--- src/rtl/periodic_task_timer_table_defines.svh ---
// assertion macros for the periodic task timer table
`ifndef PERIODIC_TASK_TIMER_TABLE_DEFINES_SVH
`define PERIODIC_TASK_TIMER_TABLE_DEFINES_SVH

`ifndef SYNTHESIS
`define PTT_ASSERT_SAME(label, ante, cons) \
  label: assert property (@(posedge clk) disable iff (!rst_n) (ante) |-> (cons)) \
    else $error("ptt assertion failed");
`define PTT_ASSERT_NEXT(label, ante, cons) \
  label: assert property (@(posedge clk) disable iff (!rst_n) (ante) |=> (cons)) \
    else $error("ptt assertion failed");
`else
`define PTT_ASSERT_SAME(label, ante, cons)
`define PTT_ASSERT_NEXT(label, ante, cons)
`endif

`endif

--- src/rtl/ptt_pkg.sv ---
// types, codes and constants of the periodic task timer table
package ptt_pkg;

  localparam int NUM_SLOTS_DEF  = 8;
  localparam int MAX_RESULTS    = 8;
  localparam int MS_PER_S       = 1000;
  localparam int PERIOD_S_W     = 16;
  localparam int SLOT_OUT_W     = 3;
  localparam int MIN_PERIOD_RST = 1;

  typedef logic [15:0] id_t;
  typedef logic [15:0] period_s_t;
  typedef logic [25:0] period_ms_t;
  typedef logic [31:0] time_ms_t;
  typedef logic [7:0]  step_t;
  typedef logic [SLOT_OUT_W-1:0] slot_out_t;

  typedef enum logic [1:0] {
    OP_ADD     = 2'd0,
    OP_ENABLE  = 2'd1,
    OP_DISABLE = 2'd2,
    OP_TICK    = 2'd3
  } op_t;

  typedef enum logic [1:0] {
    KIND_ADD   = 2'd0,
    KIND_ACK   = 2'd1,
    KIND_FIRED = 2'd2,
    KIND_NONE  = 2'd3
  } kind_t;

  typedef enum logic [2:0] {
    ST_IDLE,
    ST_DIV,
    ST_MUL,
    ST_ADDW,
    ST_SCAN,
    ST_DONE
  } state_t;

  typedef struct packed {
    id_t        task_id;
    period_ms_t period_ms;
    time_ms_t   deadline;
  } slot_word_t;

endpackage

--- src/rtl/ptt_ram.sv ---
// generic single-port-write ram with registered read
module ptt_ram #(
  parameter int WIDTH = 8,
  parameter int DEPTH = 8
) (
  input  logic                                  clk,
  input  logic                                  we,
  input  logic [(DEPTH > 1 ? $clog2(DEPTH) : 1)-1:0] waddr,
  input  logic [WIDTH-1:0]                      wdata,
  input  logic                                  re,
  input  logic [(DEPTH > 1 ? $clog2(DEPTH) : 1)-1:0] raddr,
  output logic [WIDTH-1:0]                      rdata
);

  logic [WIDTH-1:0] mem [DEPTH];
  logic [WIDTH-1:0] rdata_r;

  always_ff @(posedge clk) begin
    if (we) begin
      mem[waddr] <= wdata;
    end
    if (re) begin
      rdata_r <= mem[raddr];
    end
  end

  assign rdata = rdata_r;

endmodule

--- src/rtl/periodic_task_timer_table.sv ---
// Periodic task timer table. Commands are taken when start is high and busy is low; every
// result word shows for one cycle with out_valid and cannot be held off. Task id, period
// and deadline of each slot live in one ram read back and rewritten one slot per cycle.
// Per command: disable-all and a refused add (table full) are answered straight from idle;
// an accepted add runs the one-bit-per-cycle remainder unit that rounds the 16-bit period,
// then the millisecond multiply and the ram write; enable-all and tick run the ram scan
// of one slot per cycle. A tick gives up to 8 fired words, lowest slot first, or one
// nothing-fired word; out_last marks the final word of each command. No clearing pass
// is needed after reset.
`include "periodic_task_timer_table_defines.svh"

module periodic_task_timer_table #(
  parameter int NUM_SLOTS = ptt_pkg::NUM_SLOTS_DEF
) (
  input  logic                  clk,
  input  logic                  rst_n,
  input  logic                  start,
  output logic                  busy,
  input  logic [1:0]            in_operation,
  input  logic [15:0]           in_task_id,
  input  logic [15:0]           in_period_s,
  input  logic [31:0]           in_now_ms,
  output logic                  out_valid,
  output logic [1:0]            out_kind,
  output logic                  out_accepted,
  output logic [15:0]           out_fired_id,
  output logic [2:0]            out_slot,
  output logic                  out_last,
  input  logic                  cfg_valid,
  output logic                  cfg_ready,
  input  logic [7:0]            cfg_min_period_s
);

  localparam int IDX_W = (NUM_SLOTS > 1) ? $clog2(NUM_SLOTS) : 1;
  localparam int CNT_W = $clog2(ptt_pkg::PERIOD_S_W);
  localparam int N_W   = $clog2(ptt_pkg::MAX_RESULTS + 1);
  localparam logic [IDX_W-1:0] LAST_IDX = IDX_W'(NUM_SLOTS - 1);
  localparam logic [CNT_W-1:0] CNT_LAST = CNT_W'(ptt_pkg::PERIOD_S_W - 1);
  localparam logic [N_W-1:0]   N_MAX    = N_W'(ptt_pkg::MAX_RESULTS);

  // control state
  ptt_pkg::state_t  state_r, state_nxt;
  ptt_pkg::op_t     op_r, op_nxt;
  logic [NUM_SLOTS-1:0] used_r, used_nxt;
  logic [NUM_SLOTS-1:0] armed_r, armed_nxt;
  ptt_pkg::step_t   min_r, min_nxt;
  logic [IDX_W-1:0] addr_r, addr_nxt;
  logic             issue_r, issue_nxt;
  logic             p_vld_r, p_vld_nxt;
  logic [IDX_W-1:0] p_idx_r, p_idx_nxt;
  logic [N_W-1:0]   n_r, n_nxt;
  logic             pend_vld_r, pend_vld_nxt;
  logic [CNT_W-1:0] cnt_r, cnt_nxt;
  logic             out_valid_r, out_valid_nxt;

  // payload
  ptt_pkg::id_t       pend_id_r, pend_id_nxt;
  ptt_pkg::slot_out_t pend_slot_r, pend_slot_nxt;
  ptt_pkg::id_t       id_r, id_nxt;
  ptt_pkg::period_s_t per_r, per_nxt;
  ptt_pkg::period_s_t dvd_r, dvd_nxt;
  ptt_pkg::step_t     rem_r, rem_nxt;
  ptt_pkg::period_ms_t per_ms_r, per_ms_nxt;
  logic [IDX_W-1:0]   free_r, free_nxt;
  ptt_pkg::time_ms_t  now_r, now_nxt;
  ptt_pkg::kind_t     out_kind_r, out_kind_nxt;
  logic               out_accepted_r, out_accepted_nxt;
  ptt_pkg::id_t       out_fired_id_r, out_fired_id_nxt;
  ptt_pkg::slot_out_t out_slot_r, out_slot_nxt;
  logic               out_last_r, out_last_nxt;

  // ram port
  logic                ram_we, ram_re;
  logic [IDX_W-1:0]    ram_waddr, ram_raddr;
  ptt_pkg::slot_word_t ram_wdata, ram_rdata;

  // helpers
  ptt_pkg::step_t     step_c;
  ptt_pkg::period_s_t per_c;
  logic [IDX_W-1:0]   free_c;
  logic               full_c;
  logic [8:0]         rem_sh;
  ptt_pkg::period_s_t per_round;
  logic               due_c;
  ptt_pkg::time_ms_t  reload_c;

  ptt_ram #(
    .WIDTH ($bits(ptt_pkg::slot_word_t)),
    .DEPTH (NUM_SLOTS)
  ) u_slot_ram (
    .clk   (clk),
    .we    (ram_we),
    .waddr (ram_waddr),
    .wdata (ram_wdata),
    .re    (ram_re),
    .raddr (ram_raddr),
    .rdata (ram_rdata)
  );

  // zero minimum acts as one
  assign step_c = (min_r == '0) ? ptt_pkg::step_t'(1) : min_r;
  assign per_c  = (in_period_s < {8'd0, step_c}) ? {8'd0, step_c} : in_period_s;

  always_comb begin
    free_c = '0;
    for (int i = NUM_SLOTS - 1; i >= 0; i--) begin
      if (!used_r[i]) begin
        free_c = IDX_W'(i);
      end
    end
  end
  assign full_c = &used_r;

  assign rem_sh    = {rem_r, dvd_r[ptt_pkg::PERIOD_S_W-1]};
  assign per_round = per_r - {8'd0, rem_r};
  assign reload_c  = now_r + {6'd0, ram_rdata.period_ms};
  assign due_c     = used_r[p_idx_r] && armed_r[p_idx_r] &&
                     (now_r >= ram_rdata.deadline) && (n_r != N_MAX);

  always_comb begin
    state_nxt        = state_r;
    op_nxt           = op_r;
    used_nxt         = used_r;
    armed_nxt        = armed_r;
    min_nxt          = min_r;
    addr_nxt         = addr_r;
    issue_nxt        = issue_r;
    p_vld_nxt        = 1'b0;
    p_idx_nxt        = p_idx_r;
    n_nxt            = n_r;
    pend_vld_nxt     = pend_vld_r;
    pend_id_nxt      = pend_id_r;
    pend_slot_nxt    = pend_slot_r;
    cnt_nxt          = cnt_r;
    id_nxt           = id_r;
    per_nxt          = per_r;
    dvd_nxt          = dvd_r;
    rem_nxt          = rem_r;
    per_ms_nxt       = per_ms_r;
    free_nxt         = free_r;
    now_nxt          = now_r;
    out_valid_nxt    = 1'b0;
    out_kind_nxt     = out_kind_r;
    out_accepted_nxt = out_accepted_r;
    out_fired_id_nxt = out_fired_id_r;
    out_slot_nxt     = out_slot_r;
    out_last_nxt     = out_last_r;
    ram_we           = 1'b0;
    ram_re           = 1'b0;
    ram_waddr        = p_idx_r;
    ram_raddr        = addr_r;
    ram_wdata        = '0;

    if (cfg_valid) begin
      min_nxt = cfg_min_period_s;
    end

    unique case (state_r)
      ptt_pkg::ST_IDLE: begin
        if (start) begin
          op_nxt = ptt_pkg::op_t'(in_operation);
          now_nxt = in_now_ms;
          unique case (ptt_pkg::op_t'(in_operation))
            ptt_pkg::OP_ADD: begin
              if (full_c) begin
                out_valid_nxt    = 1'b1;
                out_kind_nxt     = ptt_pkg::KIND_ADD;
                out_accepted_nxt = 1'b0;
                out_fired_id_nxt = in_task_id;
                out_slot_nxt     = '0;
                out_last_nxt     = 1'b1;
              end else begin
                id_nxt    = in_task_id;
                per_nxt   = per_c;
                dvd_nxt   = per_c;
                rem_nxt   = '0;
                cnt_nxt   = '0;
                free_nxt  = free_c;
                state_nxt = ptt_pkg::ST_DIV;
              end
            end
            ptt_pkg::OP_DISABLE: begin
              armed_nxt        = '0;
              out_valid_nxt    = 1'b1;
              out_kind_nxt     = ptt_pkg::KIND_ACK;
              out_accepted_nxt = 1'b0;
              out_fired_id_nxt = '0;
              out_slot_nxt     = '0;
              out_last_nxt     = 1'b1;
            end
            ptt_pkg::OP_ENABLE, ptt_pkg::OP_TICK: begin
              if (ptt_pkg::op_t'(in_operation) == ptt_pkg::OP_ENABLE) begin
                armed_nxt = used_r;
              end
              addr_nxt     = '0;
              issue_nxt    = 1'b1;
              n_nxt        = '0;
              pend_vld_nxt = 1'b0;
              state_nxt    = ptt_pkg::ST_SCAN;
            end
            default: ;
          endcase
        end
      end

      // remainder of period by step, one dividend bit per cycle
      ptt_pkg::ST_DIV: begin
        if (rem_sh >= {1'b0, step_c}) begin
          rem_nxt = ptt_pkg::step_t'(rem_sh - {1'b0, step_c});
        end else begin
          rem_nxt = ptt_pkg::step_t'(rem_sh);
        end
        dvd_nxt = dvd_r << 1;
        cnt_nxt = cnt_r + 1'b1;
        if (cnt_r == CNT_LAST) begin
          state_nxt = ptt_pkg::ST_MUL;
        end
      end

      ptt_pkg::ST_MUL: begin
        per_ms_nxt = ptt_pkg::period_ms_t'({10'd0, per_round} *
                                           ptt_pkg::period_ms_t'(ptt_pkg::MS_PER_S));
        state_nxt  = ptt_pkg::ST_ADDW;
      end

      ptt_pkg::ST_ADDW: begin
        ram_we              = 1'b1;
        ram_waddr           = free_r;
        ram_wdata.task_id   = id_r;
        ram_wdata.period_ms = per_ms_r;
        ram_wdata.deadline  = '0;
        used_nxt[free_r]    = 1'b1;
        armed_nxt[free_r]   = 1'b0;
        out_valid_nxt       = 1'b1;
        out_kind_nxt        = ptt_pkg::KIND_ADD;
        out_accepted_nxt    = 1'b1;
        out_fired_id_nxt    = id_r;
        out_slot_nxt        = ptt_pkg::slot_out_t'(free_r);
        out_last_nxt        = 1'b1;
        state_nxt           = ptt_pkg::ST_IDLE;
      end

      // read slot addr_r while slot p_idx_r comes back and is rewritten
      ptt_pkg::ST_SCAN: begin
        if (issue_r) begin
          ram_re    = 1'b1;
          p_vld_nxt = 1'b1;
          p_idx_nxt = addr_r;
          if (addr_r == LAST_IDX) begin
            issue_nxt = 1'b0;
          end else begin
            addr_nxt = addr_r + 1'b1;
          end
        end
        if (p_vld_r) begin
          if (op_r == ptt_pkg::OP_ENABLE) begin
            if (used_r[p_idx_r]) begin
              ram_we             = 1'b1;
              ram_wdata          = ram_rdata;
              ram_wdata.deadline = reload_c;
            end
          end else if (due_c) begin
            ram_we             = 1'b1;
            ram_wdata          = ram_rdata;
            ram_wdata.deadline = reload_c;
            n_nxt              = n_r + 1'b1;
            // a newer hit proves the held one is not final
            if (pend_vld_r) begin
              out_valid_nxt    = 1'b1;
              out_kind_nxt     = ptt_pkg::KIND_FIRED;
              out_accepted_nxt = 1'b0;
              out_fired_id_nxt = pend_id_r;
              out_slot_nxt     = pend_slot_r;
              out_last_nxt     = 1'b0;
            end
            pend_vld_nxt  = 1'b1;
            pend_id_nxt   = ram_rdata.task_id;
            pend_slot_nxt = ptt_pkg::slot_out_t'(p_idx_r);
          end
          if (p_idx_r == LAST_IDX) begin
            state_nxt = ptt_pkg::ST_DONE;
          end
        end
      end

      ptt_pkg::ST_DONE: begin
        out_valid_nxt    = 1'b1;
        out_accepted_nxt = 1'b0;
        out_last_nxt     = 1'b1;
        if (op_r == ptt_pkg::OP_ENABLE) begin
          out_kind_nxt     = ptt_pkg::KIND_ACK;
          out_fired_id_nxt = '0;
          out_slot_nxt     = '0;
        end else if (pend_vld_r) begin
          out_kind_nxt     = ptt_pkg::KIND_FIRED;
          out_fired_id_nxt = pend_id_r;
          out_slot_nxt     = pend_slot_r;
        end else begin
          out_kind_nxt     = ptt_pkg::KIND_NONE;
          out_fired_id_nxt = '0;
          out_slot_nxt     = '0;
        end
        state_nxt = ptt_pkg::ST_IDLE;
      end

      default: state_nxt = ptt_pkg::ST_IDLE;
    endcase
  end

  always_ff @(posedge clk) begin
    if (!rst_n) begin
      state_r     <= ptt_pkg::ST_IDLE;
      op_r        <= ptt_pkg::OP_ADD;
      used_r      <= '0;
      armed_r     <= '0;
      min_r       <= ptt_pkg::step_t'(ptt_pkg::MIN_PERIOD_RST);
      addr_r      <= '0;
      issue_r     <= 1'b0;
      p_vld_r     <= 1'b0;
      p_idx_r     <= '0;
      n_r         <= '0;
      pend_vld_r  <= 1'b0;
      cnt_r       <= '0;
      out_valid_r <= 1'b0;
    end else begin
      state_r     <= state_nxt;
      op_r        <= op_nxt;
      used_r      <= used_nxt;
      armed_r     <= armed_nxt;
      min_r       <= min_nxt;
      addr_r      <= addr_nxt;
      issue_r     <= issue_nxt;
      p_vld_r     <= p_vld_nxt;
      p_idx_r     <= p_idx_nxt;
      n_r         <= n_nxt;
      pend_vld_r  <= pend_vld_nxt;
      cnt_r       <= cnt_nxt;
      out_valid_r <= out_valid_nxt;
    end
  end

  always_ff @(posedge clk) begin
    pend_id_r      <= pend_id_nxt;
    pend_slot_r    <= pend_slot_nxt;
    id_r           <= id_nxt;
    per_r          <= per_nxt;
    dvd_r          <= dvd_nxt;
    rem_r          <= rem_nxt;
    per_ms_r       <= per_ms_nxt;
    free_r         <= free_nxt;
    now_r          <= now_nxt;
    out_kind_r     <= out_kind_nxt;
    out_accepted_r <= out_accepted_nxt;
    out_fired_id_r <= out_fired_id_nxt;
    out_slot_r     <= out_slot_nxt;
    out_last_r     <= out_last_nxt;
  end

  assign busy         = (state_r != ptt_pkg::ST_IDLE);
  assign cfg_ready    = 1'b1;
  assign out_valid    = out_valid_r;
  assign out_kind     = out_kind_r;
  assign out_accepted = out_accepted_r;
  assign out_fired_id = out_fired_id_r;
  assign out_slot     = out_slot_r;
  assign out_last     = out_last_r;

  `PTT_ASSERT_SAME(a_armed_only_used, 1'b1, (armed_r & ~used_r) == '0)
  `PTT_ASSERT_SAME(a_fire_count, 1'b1, n_r <= N_MAX)
  `PTT_ASSERT_NEXT(a_done_gives_last, state_r == ptt_pkg::ST_DONE, out_valid_r && out_last_r)
  `PTT_ASSERT_SAME(a_ram_write_state, ram_we,
                   state_r == ptt_pkg::ST_SCAN || state_r == ptt_pkg::ST_ADDW)

endmodule

--- config.mk ---
export PLATFORM = sky130hd
export DESIGN_NAME = periodic_task_timer_table
export DESIGN_NICKNAME = d
export VERILOG_FILES = /design/src/rtl/ptt_pkg.sv /design/src/rtl/ptt_ram.sv /design/src/rtl/periodic_task_timer_table.sv
export VERILOG_INCLUDE_DIRS = /design/src /design/src/rtl
export SDC_FILE = /design/constraint.sdc
export NUM_CORES = 1
export LEC_CHECK = 0
export BUFFER_PORTS_ARGS = -buffer_cell sky130_fd_sc_hd__buf_2
export CELL_PAD_IN_SITES_DETAIL_PLACEMENT = 1
export CELL_PAD_IN_SITES_GLOBAL_PLACEMENT = 2
export CORE_ASPECT_RATIO = 0.9
export CORE_MARGIN = 5
export CORE_UTILIZATION = 43
export CTS_CLUSTER_DIAMETER = 50
export CTS_CLUSTER_SIZE = 8
export DETAILED_ROUTE_END_ITERATION = 10
export PLACE_DENSITY_LB_ADDON = 0.1
export SLEW_MARGIN = 20
export SYNTH_ARGS = -nofsm -noshare
export SYNTH_HDL_FRONTEND = slang
export SYNTH_SLANG_ARGS = --single-unit
--- constraint.sdc ---
create_clock -name clk -period 5.97 [get_ports clk]
set_input_delay 0.8955 -clock clk [delete_from_list [all_inputs] [get_ports clk]]
set_output_delay 0.8955 -clock clk [all_outputs]
set_load 0.01 [all_outputs]
* Word level (Yosys, flattened, before mapping)
Memories as Yosys holds them, arrays and structs flattened. A register that Yosys moved wholly into a read port is not among the register bits.
Index checks and enable logic that the tools add are counted.
** Operators by class
- Multiply operators :: 1
- Mux-type cells :: 126
- Eq/ne operators :: 31
- Reduce and logical (&&, ||, !) cells :: 30
- $lt $le $gt $ge :: 6
- Bitwise gates (word level) :: 5
- Add/subtract/negate cells :: 6
** Operators by type and width (number)
- $mux 74 :: 4
- $mux 16 :: 12
- $pmux 74 s2 :: 1
- $mux 3 :: 22
- $pmux 16 s2 :: 2
- $pmux 16 s4 :: 1
- $mux 8 :: 7
- $pmux 8 s2 :: 3
- $mux 1 :: 36
- $add 32x26->32 :: 1
- $ge 32x32->1 :: 1
- $mux 4 :: 8
- $pmux 3 s4 :: 2
- $reduce_and 8->1 :: 3
- $mul 16x7->23 const B :: 1
- $ne 2x2->1 const B :: 10
- $reduce_and 4->1 :: 5
- $mux 2 :: 9
- $pmux 3 s2 :: 3
- $lt 16x8->1 :: 1
- $pmux 4 s2 :: 2
- $sub 16x8->16 :: 1
- $eq 3x3->1 const B :: 4
- $pmux 1 s2 :: 6
- 37 further kinds :: 60
** Storage, ports and cells
- Flip-flop bits (word level) :: 203
- Output and inout bits :: 26
- Memories :: 1
- Input bits :: 78
- Memory bits (writable) :: 592
- Word-level logic and storage cells :: 235
** Memories
- u_slot_ram.mem :: depth 8, bits a word 74, rd ports 1, clocked after memory_dff 1, wr ports 1, RTL line ptt_ram.sv:15 : logic [WIDTH-1:0] mem [DEPTH];

* Depth between registers and ports, before layout
Gate-level depths: netlist of run 1.
- Depth in word-level cells :: 11
- Mapped depth :: 27
- Mapped depth without buffers :: 27

* By module
Synthesis of run 1 repeated with hierarchy kept, for this count alone.
** Second synthesis, totals
- Cells, all modules :: 2319
- Area total of the unflattened synthesis :: 38495.7 um^2
** Modules (own cells, without submodules)
- ptt_ram :: area an instance 24488.5 um^2, cells each 942, seq. area each 19999.2 um^2, times used 1
- periodic_task_timer_table :: area an instance 14007.2 um^2, cells each 1377, seq. area each 5625.4 um^2, times used 1

* Worst setup path before layout of run 1
Ideal clock, no wire load.
- Path kind :: flip-flop to flip-flop
- From :: register rem_r[0]
- To :: register per_ms_r[25], data pin
- Buffers on the path :: 0
- Path slack :: -77 ps
- Arrival :: 5787 ps
- Setup time :: 260 ps
- Clock period less this slack :: 6047 ps
- Data required time :: 5710 ps
- Stages on the path, launching flop included :: 26
- Cell sequence :: edfxtp_1 ha_1 inv_1 fa_1 a21o_1 a21oi_2 nor2b_1 o21a_1 o41ai_1 nand2b_1 nor4_1 xor2_1 ha_1 inv_1 fa_1 fa_1 inv_1 fa_1 ha_1 a211oi_1 and2_1 a21oi_1 a2111oi_0 o21bai_1 a21oi_1 xnor2_1
** On the way
- Longest elaborated chain between the ends :: 2
** RTL lines
- start, declared :: RTL line periodic_task_timer_table.sv:62 : ptt_pkg::step_t rem_r, rem_nxt;
- start signal, assigned :: RTL line periodic_task_timer_table.sv:348 : rem_r <= rem_nxt;
- $sub 16x8->16 :: RTL line periodic_task_timer_table.sv:115 : assign per_round = per_r - {8'd0, rem_r};
- $mul 16x7->23 :: RTL line periodic_task_timer_table.sv:221 : per_ms_nxt = ptt_pkg::period_ms_t'({10'd0, per_round} *
- end signal, assigned :: RTL line periodic_task_timer_table.sv:349 : per_ms_r <= per_ms_nxt;
- end, declared :: RTL line periodic_task_timer_table.sv:63 : ptt_pkg::period_ms_t per_ms_r, per_ms_nxt;
No other way between the ends.
A chain may end at the register's enable or synchronous reset.

* Worst setup path after layout of run 1
- From :: register per_r[0]
- To :: register per_ms_r[25], data pin
** On the way
- Longest elaborated chain between the ends :: 2
** RTL lines
- start, declared :: RTL line periodic_task_timer_table.sv:60 : ptt_pkg::period_s_t per_r, per_nxt;
- start signal, assigned :: RTL line periodic_task_timer_table.sv:346 : per_r <= per_nxt;
- $sub 16x8->16 :: RTL line periodic_task_timer_table.sv:115
- $mul 16x7->23 :: RTL line periodic_task_timer_table.sv:221
No other way between the ends.

==> run metrics, run 1 <==
Least-Margin Pin Slew 982 ps; r2r startpoint per_r[0]; Die X 326 um; area grow syn2layout 17.1%; post-route cell area between 40,000 and 50,000 um2; Reg clk slew, reported paths 50 ps; DIE AREA 95,900 um2; CTS tree yes; worst reg2reg endpoint per_ms_r[25]; clock power share 37.3%; part of the power in registers about two fifths; final count of hold timing violations 0; peak supply drop 0.000343 V; Post-synth ARST share 0%; mapped cell area 38,600 um2; Crit Path Class flip-flop to flip-flop; RSZ-0062 raised after global routing true; Row Count roughly 100; Max-Cap Viols 0; clock root buffer master clkbuf_16; Top FF cell, synth edfxtp_1; Final Cycle Share 99.9%; utilization after layout 50.7%; Final Skew approximately 27 ps; CTS Buf Count 132; initial antenna violation count 2; most frequent cells in the layout 822 x edfxtp_1, 152 x mux4_2, 138 x inv_1; Sw Ratio a little over a quarter; combinational share of power between 20% and 30%; CP max FO 3; vias in the first global route approximately 24,000; fraction of layout cells with a size suffix above 1 28.1%; Post-route DRC 0; Synth Instances 2,309; Vias/cell around 5.6; Clock Path Buffers 3; status finished clean; post-place setup slack -342 ps; drt pass-1 iters 7; Fin Setup TNS 0 ps; hold path depth 1; # H-tree levels 4; EDFF count, synth 822; Worst Setup EP per_ms_r[25]; pwr/cell area ~400 nW/um2; CP required 6400 ps; number of DRC markers in iteration 0 1,221; fmax ~170 MHz; # nets final 2,814; first-pass GRT wire length about 140,000 um; global route overflow 0; WL/cell 24.8 um; Synth Warn # 0; worst min path class input pin to flip-flop; via count about 21,000; gpl congestion 0.801; internal power 13,200 uW; Worst Setup SP per_r[0]; reg2reg setup slack 7 ps; dpl cell area 41,200 um2; IO Pins 104; net count after synthesis 2,571; Synth cell types slightly above 90; CP Capture Type flip-flop; Final min period 5960 ps; relative slew slack about 34%; IO Port Bufs 102; antenna viol nets, final 0; Core Area a little under 90,000 um2; clock latency on the worst-skew pair roughly 710 ps; Avg Cell Area, Syn 16.7 um2; initial core utilization 43.3%; detailed placer's ending HPWL 56,900 um; CTS sink cnt 869; total net switching power 4850 uW; setup slack after layout 7.41 ps; post-synthesis sequential area ratio 66.3%; Leak around 0.014 uW; Die Span Y 294 um; Setup crit start kind flip-flop; hold_buf cts 0; Worst Reg-to-Reg Cells 26; commonest non-fill, non-tap cell in the layout edfxtp_1; Post-Route WL 93,400 um; Critical Path AT 6390 ps; max-slew violations 0; # setup viols final 0; largest net degree at the start of global routing 90; FF+latch count, synth 869; Total GRT Usage 19.7%
## how the worst min path moves through the flow
stage	start	endpoint
3_5_place_dp	u_slot_ram.rdata[69]	pend_id_r[11]
2_1_floorplan	p_idx_r[1]	pend_slot_r[1]
3_3_place_gp	u_slot_ram.rdata[60]	pend_id_r[2]
5_1_grt	in_now_ms[16]	now_r[16]
6_report	in_now_ms[17]	now_r[17]
4_1_cts	in_now_ms[17]	now_r[17]
## worst max-delay path, stage by stage (launching register included)
cell	delay [ps]
edfxtp_1	350
inv_1	70
ha_2	190
inv_2	40
fa_2	330
a21o_1	170
a21oi_2	140
nor2b_1	70
o21a_1	220
o41a_4	410
xnor2_4	200
inv_2	90
buf_4	150
maj3_1	360
fa_1	510
fa_1	540
inv_2	40
fa_1	490
ha_4	190
a211oi_4	180
nand2_1	100
o21ai_2	90
a21oi_4	70
a2111oi_4	340
o21bai_1	110
a21oi_2	140
xnor2_1	80
## synthesized netlist by cell type, drive strengths merged (5+ instances only)
cell	number	area [um2]
and2	10	62.6
nor2b	10	62.6
nand2b	8	50.1
a22o	39	383
xnor2	52	497
a222oi	16	160
ha	135	1690
o21a	14	105
nand2	100	375
nand3	25	130
o21ai	49	249
nor3	41	216
edfxtp	822	24700
clkbuf	64	250
a31oi	14	87.6
fa	49	981
and3	10	68.8
nand4	13	81.3
a211oi	16	133
o21bai	5	37.5
nor2	113	427
mux2	91	1020
mux4	152	3420
a21o	27	204
dfxtp	47	941
a21boi	8	60.1
o211ai	8	65.1
nor4	10	62.6
buf	30	190
xor2	28	264
mux2i	12	120
a21oi	86	434
inv	144	541
or3	7	43.8
## layer usage
layer	GRT usage [%]	up-vias	routed length, um
li1	-	9435	-
met1	27.1	11089	42300
met2	32.8	414	45500
met3	3.12	136	3640
met4	5.83	0	2030
met5	0	-	0
## repair_timing
item                       CTS  global route
pin swaps                   21             4
setup endpoints to repair    7             9
gates resized for setup     34            19
setup buffers                3             1
## state kept, by name (all words and copies together) (netlist names), 8 cells and up
signal	flops
used_r	8
out_fired_id	16
armed_r	8
pend_id_r	16
per_r	16
now_r	32
dvd_r	16
rem_r	8
id_r	16
min_r	8
u_slot_ram.rdata	74
u_slot_ram.mem	592
per_ms_r	23
## area by class of cell
class	count	area [um2]
timing repair buffer	203	1450
antenna	1	2.50
sequential	869	25600
clock inverter	24	329
inverter	146	548
clock buffer	153	3430
fill	8307	44000
tap	1166	1460
multi-input combinational	1200	12400
## power by group through the flow
stage                     combinational [uW]  clock [uW]  sequential [uW]
after global placement                  3800           0             7020
final                                   4410        6750             6910
after CTS                               4350        6930             6900
after floorplan                         2450           0             7000
after detailed placement                3880           0             7020
after global routing                    4970        7250             6900
## kinds of logic (layout without fill, tap and decap cells)
group | after synthesis | count (layout) | synth area share [%]
AO/OA/AOI/OAI | 315 | 315 | 5.91
XOR/XNOR | 80 | 80 | 1.97
adder cells (fa/ha/maj) | 187 | 187 | 6.99
buffers and inverters | 240 | 526 | 2.56
flip-flops | 869 | 869 | 66.3
multiplexers | 255 | 255 | 11.8
other | 1 | 2 | 0.00971
AND/OR/NAND/NOR | 362 | 362 | 4.40
## stage by stage
step                total power [uW]  hold slack [ps]  std cells
floorplan                       9450              403       2309
global placement               10800              445       3580
detailed placement             10900              440       3580
CTS                            18200              311       3760
global route                   19100              331       3762
finish                         18100              372       3762
Power figures use the tool's default switching activity.
==> run 2, diff against run 1 <==
Settings changed: CORE_MARGIN 5 to unset, SLEW_MARGIN 20 to unset.
Clock period 5.97 ns to 5 ns, I/O delays scaled along.
==> run metrics, run 2 (synthesis gave the netlist of run 1 again) <==
Fin Setup TNS -9520 ps; Final Cycle Share 119%; largest net degree at the start of global routing between 70 and 80; Vias/cell between 5 and 6; r2r startpoint per_r[0]; Max-Cap Viols 0; CP Capture Type flip-flop; # nets final 2,922; Final Skew 35.9 ps; setup slack after layout -936 ps; CP required 5440 ps; Worst Reg-to-Reg Cells 26; initial core utilization between 40 and 50%; detailed placer's ending HPWL 60,300 um; commonest non-fill, non-tap cell in the layout edfxtp_1; gpl congestion 0.790; clock latency on the worst-skew pair ~700 ps; most frequent cells in the layout 822 x edfxtp_1, 172 x buf_4, 152 x mux4_2; final count of hold timing violations 0; Setup crit start kind flip-flop; ANT cells 0; failing checks negative setup slack; CP max FO 4; Biggest register u_slot_ram.mem; IO Pins 104; Final min period 5940 ps; area grow syn2layout 20.8%; reg2reg setup slack -940 ps; clock root buffer master clkbuf_16; number of DRC markers in iteration 0 between 1,000 and 1,500; Row Count 103; DIE AREA approximately 91,000 um2; initial antenna violation count 0; relative slew slack 25.8%; vias in the first global route roughly 24,000; Post-route DRC 0; Worst Setup SP per_r[0]; Clock Path Buffers 3; CTS sink cnt 869; Die Span Y 286 um; Total GRT Usage between 20% and 30%; max-slew violations 0; # H-tree levels 4; Crit Path Class flip-flop to flip-flop; Core Area 88,300 um2; max incr delay on CP 620 ps; # setup viols final 14; via count 21,343; worst reg2reg endpoint per_ms_r[24]; peak supply drop 0.000524 V; Die X 318 um; hold_buf cts 0; IO Port Bufs between 100 and 150; final hold slack between 200 and 250 ps; CTS Buf Count between 100 and 150; WL/cell 24.4 um; pwr/cell area 493 nW/um2; RSZ-0062 raised after global routing true; Worst Setup EP per_ms_r[24]; worst min path class input pin to flip-flop; drt pass-1 iters 5; CTS tree yes; Reg clk slew, reported paths 50 ps; cell mode on critical path inv_2; global route overflow 0; first-pass GRT wire length 144,000 um; Leak 0.0148 uW; fraction of layout cells with a size suffix above 1 between 30 and 40%; Crit-path slowest cell fa_2; fmax 168 MHz; Least-Margin Pin Slew between 1000 and 1500 ps; max reg flops 592; Critical Path AT roughly 6400 ps; status finished with violations; antenna viol nets, final 0; Post-Route WL 94,000 um
## run 2: cell types whose count changed in the layout (fill, tap and decap cells not counted), sizes merged
cell,previous run,this run
buf,203,309
clkinvlp,1,5
diode,1,0
inv,154,151
bufinv,2,4
clkbuf,153,155
## run 2: worst min path at each step
stage | startpoint | cells after the start | endpoint | slack [ps]
3_5_place_dp | u_slot_ram.rdata[68] | 0 | pend_id_r[10] | 440
4_1_cts | in_now_ms[16] | 1 | now_r[16] | 150
3_3_place_gp | u_slot_ram.rdata[72] | 0 | pend_id_r[14] | 450
6_report | in_now_ms[13] | 1 | now_r[13] | 210
2_1_floorplan | p_idx_r[1] | 0 | pend_slot_r[1] | 400
5_1_grt | in_now_ms[12] | 1 | now_r[12] | 170
## run 2: critical path, delay by kind of cell, from the launching register on
| kind | cells | cell delay (ps) |
|---|---|---|
| adder cells (fa/ha/maj) | 7 | 2590 |
| AO/OA/AOI/OAI | 8 | 1630 |
| AND/OR/NAND/NOR | 5 | 580 |
| flip-flops | 1 | 380 |
| XOR/XNOR | 2 | 280 |
| buffers and inverters | 4 | 190 |
## run 2: repair_timing
item	4_1_cts	5_1_grt
buffers inserted	9	6
gates resized for setup	34	40
endpoints found under the setup margin	15	16
pin swaps	15	21
## run 2: layer usage
layer / wire (um) / global-route usage (%)
met1: 41400 / 27.5
met2: 47200 / 36.0
met3: 3470 / 3.76
met4: 1900 / 5.76
met5: 0 / 0
## run 2: power by group
part / total (uW) / switching, uW / internal [uW] / leakage [uW]
Clock: 8410 / 3230 / 5180 / 0.00191
Combinational: 6350 / 2980 / 3370 / 0.00619
Sequential: 8250 / 62.3 / 8180 / 0.00672
Total: 23000 / 6270 / 16700 / 0.0148
## run 2: metrics by stage
stage | cells | utilization, % | instance area [um2] | power (uW) | worst slack, ps
floorplan | 2309 | - | 38800 | 11900 | -884
global placement | 3665 | 47.8 | 42200 | 13900 | -1140
detailed placement | 3665 | 47.8 | 42200 | 14100 | -1210
CTS | 3856 | 52.6 | 46400 | 22900 | -934
global route | 3861 | 52.8 | 46600 | 24100 | -1230
finish | 3861 | 52.8 | 46600 | 23000 | -936
## run 2: area by class of cell
cell class,instances,area (um2)
fillers,8102,41600
clock buffers,155,3500
repair buffers,309,2410
inverters,146,548
flip-flops and latches,869,25600
well taps,1155,1450
multi-input cells,1200,12600
clock inverters,27,474
